### src/hw/rtl/pvm_pkg.sv
package pvm_pkg;

    // Channel count and field widths
    localparam int CHANNELS  = 2;
    localparam int CH_W      = 1;
    localparam int US_W      = 14;
    localparam int SUM_W     = US_W + 1;
    localparam int FREQ_W    = 22;
    localparam int VOLT_W    = 18;
    localparam int OFS_W     = 16;
    localparam int SCALE_W   = 24;
    localparam int RETRY_W   = 4;
    localparam int CFG_IDX_W = 3;
    localparam int CFG_DATA_W = 24;

    // Reciprocal divider: 256e6 as a 28 bit numerator, one quotient bit per step
    localparam int DIV_BITS = 28;
    localparam int DIV_CNT_W = 5;
    localparam logic [DIV_BITS-1:0] FREQ_NUM = 28'd256000000;

    // Sums up to this value give a quotient above the field maximum
    localparam logic [SUM_W-1:0] SAT_SUM = 15'd61;

    localparam logic [FREQ_W-1:0] FREQ_MAX = 22'd4194303;
    localparam logic [VOLT_W-1:0] VOLT_MAX = 18'd262143;
    localparam logic [FREQ_W-1:0] F_LOW    = 22'd25600;
    localparam logic [FREQ_W-1:0] F_HIGH   = 22'd2048000;

    // Product of difference (23 bit) and scale (24 bit)
    localparam int DIFF_W = FREQ_W + 2;
    localparam int PROD_W = (DIFF_W - 1) + SCALE_W;

    // Register reset values
    localparam logic [OFS_W-1:0]   TS_OFFSET_RST   = 16'hFC47;  // -953
    localparam logic [SCALE_W-1:0] TS_SCALE_RST    = 24'd1503790;
    localparam logic [OFS_W-1:0]   ACCU_OFFSET_RST = 16'd36;
    localparam logic [SCALE_W-1:0] ACCU_SCALE_RST  = 24'd1476258;
    localparam logic [VOLT_W-1:0]  MIN_VOLT_RST    = 18'd1280;
    localparam logic [RETRY_W-1:0] RETRY_LIMIT_RST = 4'd10;

    typedef enum logic [CFG_IDX_W-1:0] {
        CFG_TS_OFFSET   = 3'd0,
        CFG_TS_SCALE    = 3'd1,
        CFG_ACCU_OFFSET = 3'd2,
        CFG_ACCU_SCALE  = 3'd3,
        CFG_MIN_VOLT    = 3'd4,
        CFG_RETRY_LIMIT = 3'd5
    } t_cfg_idx;

    typedef struct packed {
        logic [OFS_W-1:0]   ts_offset;
        logic [SCALE_W-1:0] ts_scale;
        logic [OFS_W-1:0]   accu_offset;
        logic [SCALE_W-1:0] accu_scale;
        logic [VOLT_W-1:0]  min_voltage;
        logic [RETRY_W-1:0] retry_limit;
    } t_cfg;

    // Controller to datapath
    typedef struct packed {
        logic load;
        logic div_step;
        logic check;
        logic mul;
        logic emit;
    } t_dp_cmd;

    // Datapath to controller
    typedef struct packed {
        logic ch_ok;
        logic div_last;
        logic retry;
        logic out_full;
    } t_dp_sts;

    typedef struct packed {
        logic [CH_W-1:0]    result_channel;
        logic [VOLT_W-1:0]  voltage_q8;
        logic [FREQ_W-1:0]  frequency_q8;
        logic               in_bounds;
        logic [RETRY_W-1:0] retries_used;
    } t_result;

endpackage

### src/hw/rtl/pvm_in_if.sv
interface pvm_in_if
    import pvm_pkg::*;
();
    logic              valid;
    logic              ready;
    logic [CH_W-1:0]   channel;
    logic [US_W-1:0]   high_us;
    logic [US_W-1:0]   low_us;

    modport source (output valid, output channel, output high_us, output low_us,
                    input ready);
    modport sink   (input valid, input channel, input high_us, input low_us,
                    output ready);
endinterface

### src/hw/rtl/pvm_out_if.sv
interface pvm_out_if
    import pvm_pkg::*;
();
    logic               valid;
    logic               ready;
    logic [CH_W-1:0]    result_channel;
    logic [VOLT_W-1:0]  voltage_q8;
    logic [FREQ_W-1:0]  frequency_q8;
    logic               in_bounds;
    logic [RETRY_W-1:0] retries_used;

    modport source (output valid, output result_channel, output voltage_q8,
                    output frequency_q8, output in_bounds, output retries_used,
                    input ready);
    modport sink   (input valid, input result_channel, input voltage_q8,
                    input frequency_q8, input in_bounds, input retries_used,
                    output ready);
endinterface

### src/hw/rtl/pulse_period_to_voltage_meter_unit.sv
// Pulse-period voltage meter for two voltage-to-frequency converters.
// Input channel i_in: one transaction carries a channel number and the
// measured high and low widths in microseconds. Output channel o_out: one
// transaction carries the channel, voltage (Q.8 V), frequency (Q.8 Hz),
// the in-window flag and the number of retries that preceded it.
// Both channels use valid/ready; a transaction moves when both are high.
// Configuration: i_cfg_we writes i_cfg_wdata into register i_cfg_idx.
// Timing: an accepted item passes through the bit-serial reciprocal
// divider, the window and retry check, the calibration multiplier and the
// output register load, and the block accepts no new item until it has
// returned to idle. An item whose frequency is out of window and still has
// retries left returns the block to idle after the check, with no output.
// A finished result sits in the output register; if the receiver stalls,
// the next item is still accepted and processed and waits for the register.
// Reset (synchronous, active low) clears the retry counters, drops the
// output valid and restores the calibration registers to their defaults.
module pulse_period_to_voltage_meter_unit
    import pvm_pkg::*;
(
    input  logic                  i_clk,
    input  logic                  i_rst_n,
    pvm_in_if.sink                i_in,
    pvm_out_if.source             o_out,
    input  logic                  i_cfg_we,
    input  logic [CFG_IDX_W-1:0]  i_cfg_idx,
    input  logic [CFG_DATA_W-1:0] i_cfg_wdata
);

    t_cfg    r_cfg;
    t_dp_cmd cmd;
    t_dp_sts sts;
    t_result result;
    logic    in_ready;
    logic    out_valid;

    // Configuration registers
    always_ff @(posedge i_clk) begin
        if (!i_rst_n) begin
            r_cfg.ts_offset   <= TS_OFFSET_RST;
            r_cfg.ts_scale    <= TS_SCALE_RST;
            r_cfg.accu_offset <= ACCU_OFFSET_RST;
            r_cfg.accu_scale  <= ACCU_SCALE_RST;
            r_cfg.min_voltage <= MIN_VOLT_RST;
            r_cfg.retry_limit <= RETRY_LIMIT_RST;
        end else if (i_cfg_we) begin
            unique case (t_cfg_idx'(i_cfg_idx))
                CFG_TS_OFFSET:   r_cfg.ts_offset   <= i_cfg_wdata[OFS_W-1:0];
                CFG_TS_SCALE:    r_cfg.ts_scale    <= i_cfg_wdata[SCALE_W-1:0];
                CFG_ACCU_OFFSET: r_cfg.accu_offset <= i_cfg_wdata[OFS_W-1:0];
                CFG_ACCU_SCALE:  r_cfg.accu_scale  <= i_cfg_wdata[SCALE_W-1:0];
                CFG_MIN_VOLT:    r_cfg.min_voltage <= i_cfg_wdata[VOLT_W-1:0];
                CFG_RETRY_LIMIT: r_cfg.retry_limit <= i_cfg_wdata[RETRY_W-1:0];
                default: ;
            endcase
        end
    end

    pvm_ctrl u_ctrl (
        .i_clk      (i_clk),
        .i_rst_n    (i_rst_n),
        .i_in_valid (i_in.valid),
        .i_sts      (sts),
        .o_in_ready (in_ready),
        .o_cmd      (cmd)
    );

    pvm_dp u_dp (
        .i_clk       (i_clk),
        .i_rst_n     (i_rst_n),
        .i_cfg       (r_cfg),
        .i_cmd       (cmd),
        .o_sts       (sts),
        .i_channel   (i_in.channel),
        .i_high_us   (i_in.high_us),
        .i_low_us    (i_in.low_us),
        .i_out_ready (o_out.ready),
        .o_out_valid (out_valid),
        .o_result    (result)
    );

    assign i_in.ready           = in_ready;
    assign o_out.valid          = out_valid;
    assign o_out.result_channel = result.result_channel;
    assign o_out.voltage_q8     = result.voltage_q8;
    assign o_out.frequency_q8   = result.frequency_q8;
    assign o_out.in_bounds      = result.in_bounds;
    assign o_out.retries_used   = result.retries_used;

endmodule

### src/hw/rtl/pvm_ctrl.sv
module pvm_ctrl
    import pvm_pkg::*;
(
    input  logic    i_clk,
    input  logic    i_rst_n,
    input  logic    i_in_valid,
    input  t_dp_sts i_sts,
    output logic    o_in_ready,
    output t_dp_cmd o_cmd
);

    typedef enum logic [2:0] {
        S_IDLE,
        S_DIV,
        S_CHECK,
        S_MUL,
        S_EMIT
    } t_state;

    t_state r_state;
    t_state n_state;

    // Next state and commands
    always_comb begin
        n_state    = r_state;
        o_cmd      = '0;
        o_in_ready = 1'b0;
        unique case (r_state)
            S_IDLE: begin
                o_in_ready = 1'b1;
                if (i_in_valid && i_sts.ch_ok) begin
                    o_cmd.load = 1'b1;
                    n_state    = S_DIV;
                end
            end
            S_DIV: begin
                o_cmd.div_step = 1'b1;
                if (i_sts.div_last) begin
                    n_state = S_CHECK;
                end
            end
            S_CHECK: begin
                o_cmd.check = 1'b1;
                n_state     = i_sts.retry ? S_IDLE : S_MUL;
            end
            S_MUL: begin
                o_cmd.mul = 1'b1;
                n_state   = S_EMIT;
            end
            S_EMIT: begin
                // wait for the output register to free up
                if (!i_sts.out_full) begin
                    o_cmd.emit = 1'b1;
                    n_state    = S_IDLE;
                end
            end
            default: n_state = S_IDLE;
        endcase
    end

    always_ff @(posedge i_clk) begin
        if (!i_rst_n) begin
            r_state <= S_IDLE;
        end else begin
            r_state <= n_state;
        end
    end

endmodule

### src/hw/rtl/pvm_dp.sv
module pvm_dp
    import pvm_pkg::*;
(
    input  logic            i_clk,
    input  logic            i_rst_n,
    input  t_cfg            i_cfg,
    input  t_dp_cmd         i_cmd,
    output t_dp_sts         o_sts,
    input  logic [CH_W-1:0] i_channel,
    input  logic [US_W-1:0] i_high_us,
    input  logic [US_W-1:0] i_low_us,
    input  logic            i_out_ready,
    output logic            o_out_valid,
    output t_result         o_result
);

    logic [CH_W-1:0]      r_ch;
    logic [SUM_W-1:0]     r_sum;
    logic                 r_timeout;
    logic [SUM_W-1:0]     r_rem;
    logic [DIV_BITS-1:0]  r_quo;
    logic [DIV_CNT_W-1:0] r_cnt;
    logic [RETRY_W-1:0]   r_retry [CHANNELS];
    logic [FREQ_W-1:0]    r_freq;
    logic                 r_ok;
    logic [RETRY_W-1:0]   r_used;
    logic signed [DIFF_W-1:0] r_diff;
    logic                 r_dpos;
    logic [PROD_W-1:0]    r_prod;
    logic                 r_out_valid;
    t_result              r_result;

    logic [SUM_W:0]       div_trial;
    logic                 div_ge;
    logic [DIV_CNT_W-1:0] num_idx;
    logic [FREQ_W-1:0]    freq_c;
    logic                 ok_c;
    logic [RETRY_W-1:0]   cnt_c;
    logic                 retry_c;
    logic [OFS_W-1:0]     ofs_c;
    logic [SCALE_W-1:0]   scale_c;
    logic signed [DIFF_W-1:0] diff_c;
    logic [PROD_W-SCALE_W-1:0] vraw_c;
    logic [VOLT_W-1:0]    vsat_c;
    logic [VOLT_W-1:0]    volt_c;

    // Restoring divider step: bring down the next numerator bit
    assign num_idx   = DIV_CNT_W'(DIV_BITS - 1) - r_cnt;
    assign div_trial = {r_rem, FREQ_NUM[num_idx]};
    assign div_ge    = (div_trial >= {1'b0, r_sum});

    // Frequency with timeout and saturation, then window check
    always_comb begin
        if (r_timeout) begin
            freq_c = '0;
        end else if (r_sum <= SAT_SUM) begin
            freq_c = FREQ_MAX;
        end else begin
            freq_c = r_quo[FREQ_W-1:0];
        end
    end
    assign ok_c    = (freq_c >= F_LOW) && (freq_c <= F_HIGH);
    assign cnt_c   = r_retry[r_ch];
    assign retry_c = !ok_c && (cnt_c < i_cfg.retry_limit);

    // Per-channel calibration
    assign ofs_c   = (r_ch == '0) ? i_cfg.ts_offset : i_cfg.accu_offset;
    assign scale_c = (r_ch == '0) ? i_cfg.ts_scale  : i_cfg.accu_scale;
    assign diff_c  = $signed({2'b00, freq_c})
                   - $signed({{(DIFF_W-OFS_W){ofs_c[OFS_W-1]}}, ofs_c});

    // Voltage: drop fraction, saturate, apply threshold
    assign vraw_c = r_prod[PROD_W-1:SCALE_W];
    assign vsat_c = (vraw_c > (PROD_W-SCALE_W)'(VOLT_MAX)) ? VOLT_MAX
                                                           : vraw_c[VOLT_W-1:0];
    assign volt_c = (r_dpos && (vsat_c > i_cfg.min_voltage)) ? vsat_c : '0;

    // Status to the controller
    assign o_sts.ch_ok    = (32'(i_channel) < CHANNELS);
    assign o_sts.div_last = (r_cnt == DIV_CNT_W'(DIV_BITS - 1));
    assign o_sts.retry    = retry_c;
    assign o_sts.out_full = r_out_valid && !i_out_ready;

    // Working registers
    always_ff @(posedge i_clk) begin
        if (i_cmd.load) begin
            r_ch      <= i_channel;
            r_sum     <= {1'b0, i_high_us} + {1'b0, i_low_us};
            r_timeout <= (i_high_us == '0) || (i_low_us == '0);
            r_rem     <= '0;
            r_cnt     <= '0;
        end
        if (i_cmd.div_step) begin
            r_rem <= div_ge ? SUM_W'(div_trial - {1'b0, r_sum}) : div_trial[SUM_W-1:0];
            r_quo <= {r_quo[DIV_BITS-2:0], div_ge};
            r_cnt <= r_cnt + 1'b1;
        end
        if (i_cmd.check) begin
            r_freq <= freq_c;
            r_ok   <= ok_c;
            r_used <= cnt_c;
            r_diff <= diff_c;
        end
        if (i_cmd.mul) begin
            r_dpos <= !r_diff[DIFF_W-1] && (r_diff != '0);
            r_prod <= {{SCALE_W{1'b0}}, r_diff[DIFF_W-2:0]}
                    * {{(DIFF_W-1){1'b0}}, scale_c};
        end
        if (i_cmd.emit) begin
            r_result.result_channel <= r_ch;
            r_result.voltage_q8     <= volt_c;
            r_result.frequency_q8   <= r_freq;
            r_result.in_bounds      <= r_ok;
            r_result.retries_used   <= r_used;
        end
    end

    // Retry counters and output valid
    always_ff @(posedge i_clk) begin
        if (!i_rst_n) begin
            for (int i = 0; i < CHANNELS; i++) begin
                r_retry[i] <= '0;
            end
            r_out_valid <= 1'b0;
        end else begin
            if (i_cmd.check) begin
                r_retry[r_ch] <= retry_c ? cnt_c + 1'b1 : '0;
            end
            if (i_cmd.emit) begin
                r_out_valid <= 1'b1;
            end else if (i_out_ready) begin
                r_out_valid <= 1'b0;
            end
        end
    end

    assign o_out_valid = r_out_valid;
    assign o_result    = r_result;

endmodule
### src/flat_wrapper.sv
// flat-port wrapper written by rule: the top's interface ports become plain ports
module pulse_period_to_voltage_meter_unit_flat import pvm_pkg::*;
  (i_clk, i_rst_n, i_cfg_we, i_cfg_idx, i_cfg_wdata, i_in_valid, i_in_channel, i_in_high_us, i_in_low_us, i_in_ready, o_out_valid, o_out_result_channel, o_out_voltage_q8, o_out_frequency_q8, o_out_in_bounds, o_out_retries_used, o_out_ready);
  pvm_in_if i_in_i ();
  pvm_out_if o_out_i ();
  input  logic i_clk;
  input  logic i_rst_n;
  input  logic i_cfg_we;
  input  logic [CFG_IDX_W-1:0] i_cfg_idx;
  input  logic [CFG_DATA_W-1:0] i_cfg_wdata;
  input wire logic [$bits(i_in_i.valid)-1:0] i_in_valid;
  input wire logic [$bits(i_in_i.channel)-1:0] i_in_channel;
  input wire logic [$bits(i_in_i.high_us)-1:0] i_in_high_us;
  input wire logic [$bits(i_in_i.low_us)-1:0] i_in_low_us;
  output wire logic [$bits(i_in_i.ready)-1:0] i_in_ready;
  output wire logic [$bits(o_out_i.valid)-1:0] o_out_valid;
  output wire logic [$bits(o_out_i.result_channel)-1:0] o_out_result_channel;
  output wire logic [$bits(o_out_i.voltage_q8)-1:0] o_out_voltage_q8;
  output wire logic [$bits(o_out_i.frequency_q8)-1:0] o_out_frequency_q8;
  output wire logic [$bits(o_out_i.in_bounds)-1:0] o_out_in_bounds;
  output wire logic [$bits(o_out_i.retries_used)-1:0] o_out_retries_used;
  input wire logic [$bits(o_out_i.ready)-1:0] o_out_ready;
  assign i_in_i.valid = i_in_valid;
  assign i_in_i.channel = i_in_channel;
  assign i_in_i.high_us = i_in_high_us;
  assign i_in_i.low_us = i_in_low_us;
  assign i_in_ready = i_in_i.ready;
  assign o_out_valid = o_out_i.valid;
  assign o_out_result_channel = o_out_i.result_channel;
  assign o_out_voltage_q8 = o_out_i.voltage_q8;
  assign o_out_frequency_q8 = o_out_i.frequency_q8;
  assign o_out_in_bounds = o_out_i.in_bounds;
  assign o_out_retries_used = o_out_i.retries_used;
  assign o_out_i.ready = o_out_ready;
  pulse_period_to_voltage_meter_unit u_core (.i_clk(i_clk), .i_rst_n(i_rst_n), .i_in(i_in_i), .o_out(o_out_i), .i_cfg_we(i_cfg_we), .i_cfg_idx(i_cfg_idx), .i_cfg_wdata(i_cfg_wdata));
endmodule
### config.mk
export PLATFORM = sky130hd
export DESIGN_NAME = pulse_period_to_voltage_meter_unit_flat
export DESIGN_NICKNAME = d
export VERILOG_FILES = /design/src/hw/rtl/pvm_pkg.sv /design/src/hw/rtl/pvm_in_if.sv /design/src/hw/rtl/pvm_out_if.sv /design/src/hw/rtl/pulse_period_to_voltage_meter_unit.sv /design/src/hw/rtl/pvm_ctrl.sv /design/src/hw/rtl/pvm_dp.sv /design/src/flat_wrapper.sv
export SDC_FILE = /design/constraint.sdc
export NUM_CORES = 2
export LEC_CHECK = 0
export ABC_AREA = 1
export BUFFER_PORTS_ARGS = -buffer_cell sky130_fd_sc_hd__buf_2
export CAP_MARGIN = 40
export CORE_MARGIN = 5
export CORE_UTILIZATION = 60
export DETAILED_ROUTE_END_ITERATION = 8
export PLACE_DENSITY = 0.77
export SLEW_MARGIN = 15
export SYNTH_ARGS = -nofsm -noshare
export SYNTH_HDL_FRONTEND = slang
export SYNTH_SLANG_ARGS = --single-unit
export TNS_END_PERCENT = 20
### constraint.sdc
create_clock -name i_clk -period 15.25 [get_ports i_clk]
set_input_delay 0 -clock i_clk [delete_from_list [all_inputs] [get_ports i_clk]]
set_output_delay 0 -clock i_clk [all_outputs]
set_load 0.01 [all_outputs]
==> impl_summary.md <==
Synth
Synthesis produced a netlist whose cell count is 3669. The synthesized area divided by synthesized cell count is 8.64 sq um. In this run the cell area of the synthesized design comes to 0.0317 sq mm.

The number of warnings reported in the yosys synthesis log is 0. The synthesized net count is 4441. The most frequent cell after synthesis is inv_1. After synthesis, the most frequently instantiated cells are inv_1, nand2_1, fa_1. The largest total area in the synthesized netlist belongs to fa_1. Yosys mapped the design onto 52 distinct sky130hd cell types. The number of synthesized flops with an enable pin is 188. Summed over its instances, the top area cell type makes up 29.1% of the synthesized netlist area. In this run, synthesis produced a sequential element count of 295.

The part of the Yosys area used for sequential elements is 24.6%. Among all flip-flop cells after synthesis, the most frequent one is edfxtp_1. By area the synthesized netlist is led by fa_1, edfxtp_1, ha_1, inv_1, nand2_1. For this run, asynchronously set or reset flops after synthesis account for 0%.

Route
The via total after detailed routing is 25835. After detailed routing, the number of vias per cell comes to 5.74. The violation count after the first detailed-route iteration is 2655. In this run the remaining antenna-violating nets after routing total 0. The first detailed-routing pass ran for 6 iterations. In the routed design, unresolved DRC markers number 0. The routed design has 91.8 mm of wire. Dividing the detail-routed wire length by the instance count gives 20.4 microns.

Final layout
The share of cells above drive strength 1 is 6.84%. After the last flow step, the layout net total stands at 4564. The number of diodes is 0. The area growth from synthesis to layout is 9.20%.

CTS
CTS built an H-tree with a depth of 1. The number of buffers created by CTS is 29. After clock tree synthesis, the clock-pin slew on the worst setup and hold paths is 0.06 ns. The clock network latency to the later pin of the worst-skew pair is 0.57 ns. The maximum clock insertion buffer count is 3. After clock tree synthesis, the setup repair step added 0 buffers. The clock net in this run drives a total of 295 sinks. The post-cts gate resize count is 0.

TritonCTS built the clock tree. Hold repair after CTS inserted 64 buffers. The root buffer cell is clkbuf_16.

Timing
The clock tree skew after final layout is 0.0174 ns. The final-report setup violation count is 0. The setup TNS is 0 ns. The total count of hold-check failures in the final report was 0.

The achievable frequency is 0.118 GHz. For the pin with the worst max-slew slack, the measured transition is 0.903 ns. The clock period could shrink to 8.44 ns. The worst slew margin relative to its limit is 39.8%. After layout, the worst path uses 55.3% of the clock period.

The count of final max-slew check failures was 0. Setup repair after global routing left no endpoint under its margin.

Critical path
STA puts the critical path data required time at 15.56 ns. Tracing the worst setup path back leads to its startpoint at u_core.u_dp.r_ch$_DFFE_PP_. STA classifies the critical path endpoint as a flip-flop. The worst reg2reg path startpoint is u_core.u_dp.r_ch$_DFFE_PP_. The element type at the critical path start is a flip-flop. The highest fanout seen on the critical path is 43. The class of the most critical setup path is flip-flop to flip-flop. The worst endpoint data arrival time is 8.75 ns.

Hold path
The worst hold path begins at i_in_low_us[5]. The path class of the tightest hold or removal check is input port to flip-flop.

Floorplanning
The site row count is 84. In this run the vertical extent of the chip is 240 microns. The area of the die is 0.0575 sq mm.

The number of top-level design ports is 109. The initial utilization of the core area, before any placement, comes to 60.4%. The die is 240 microns wide. The region available for standard cell placement spans 0.0524 sq mm.

Run status
The run finished with clean final reports.

Placed design
The number of input and output port buffers inserted is 108. The routability congestion estimate is 1.06. The placed wire-length estimate is 71.3 mm.

GRT
Entering global routing, the biggest net connects 90 pins. The global-route usage over all layers is 32.2%. The number of global-route vias before repair came to 26321. The first global-routing pass estimated 144 mm of wire. The initial antenna violation count is 1. The overall overflow remaining after global route is 0.

Run
The count of max-cap constraint violations is 0.
[worst max-delay path, cell delays in order (launching register included)]
cell and delay, ns:
edfxtp_1 0.36, buf_4 0.50, or2_2 0.22, nand2_1 0.49, inv_1 0.79, nand2_1 0.17, fa_1 0.58, fa_1 0.55
inv_1 0.05, fa_1 0.49, inv_1 0.06, fa_1 0.55, inv_1 0.07, fa_1 0.47, fa_1 0.55, inv_1 0.07
fa_1 0.55, inv_1 0.05, ha_1 0.31, nand2_1 0.09, nor2_1 0.10, inv_1 0.07, nor2_1 0.13, nand3_1 0.09
o21ai_1 0.38, a31oi_1 0.24, xnor2_1 0.17
[cell usage in the layout, fill, tap and decap left out, types with 76 or more instances in the layout]
cell	n
inv_1	749
nand2_1	631
fa_1	461
nor2_1	456
ha_1	250
a21oi_1	189
edfxtp_1	188
o21ai_0	139
buf_2	108
dfxtp_1	107
nand3_1	76
[cells by family (layout without fill, tap and decap cells)]
logic type,after synthesis,in the layout,synth area share [%]
compound gates,416,416,7.17
xor+xnor,72,72,1.99
fa+ha+maj,711,711,39.0
buf+inv,886,1031,10.6
flops,295,295,24.6
mux,14,14,0.442
simple gates,1275,1275,16.3
[flip-flops by register name (all words and copies together) (netlist names), 3 cells and up, named ones only]
| name | count |
|---|---|
| u_core.u_dp.r_retry | 8 |
| u_core.u_dp.o_result | 46 |
| u_core.u_ctrl.r_state | 3 |
| u_core.u_dp.r_quo | 22 |
| u_core.r_cfg | 102 |
| u_core.u_dp.r_rem | 15 |
| u_core.u_dp.r_sum | 15 |
| u_core.u_dp.r_cnt | 5 |
| u_core.u_dp.r_diff | 24 |
| u_core.u_dp.r_prod | 23 |
| u_core.u_dp.r_freq | 22 |
| u_core.u_dp.r_used | 4 |
[metrics by stage]
stage	hold WS, ns	setup slack, ns	utilization (%)	cells	area [sq um]
3_5_place_dp	0.200	7.07	63.0	4381	33000
5_1_grt	0.0556	6.55	66.0	4502	34600
6_report	0.0154	6.81	66.0	4502	34600
3_3_place_gp	0.204	7.13	62.7	4375	32900
4_1_cts	0.0141	7.06	65.9	4498	34500
2_1_floorplan	0.0989	8.42	-	3669	31700
[per-layer routing]
| metal | vias up | GRT usage [%] | wire length, microns |
|---|---|---|---|
| li1 | 11518 | - | - |
| met1 | 12448 | 44.2 | 35000 |
| met2 | 1522 | 49.7 | 40600 |
| met3 | 345 | 7.82 | 11000 |
| met4 | 2 | 13.7 | 5070 |
| met5 | - | 0 | 12 |
[final cells by class]
| cell class | count | area [sq um] |
|---|---|---|
| multi-input cells | 2488 | 20600 |
| fillers | 4172 | 17800 |
| flip-flops and latches | 295 | 7790 |
| inverters | 761 | 2860 |
| repair buffers | 217 | 1640 |
| well taps | 688 | 861 |
| clock buffers | 46 | 807 |
| clock inverters | 7 | 78.8 |
[path summary, 6_finish.rpt]
kind | endpoint | slack, ns | cells past startpoint
setup / recovery | u_core.u_dp.r_prod[34]$_DFFE_PP_ | 6.81 | 26
hold / removal | u_core.u_dp.r_sum[5]$_DFFE_PP_ | 0.02 | 4
setup reg to reg | u_core.u_dp.r_prod[34]$_DFFE_PP_ | 6.81 | 26
hold reg to reg | u_core.u_dp.o_result[7]$_DFFE_PP_ | 0.42 | 0
Power is not shown: default switching activity piles up to over one toggle a cycle in this logic, so the estimate is an artifact.
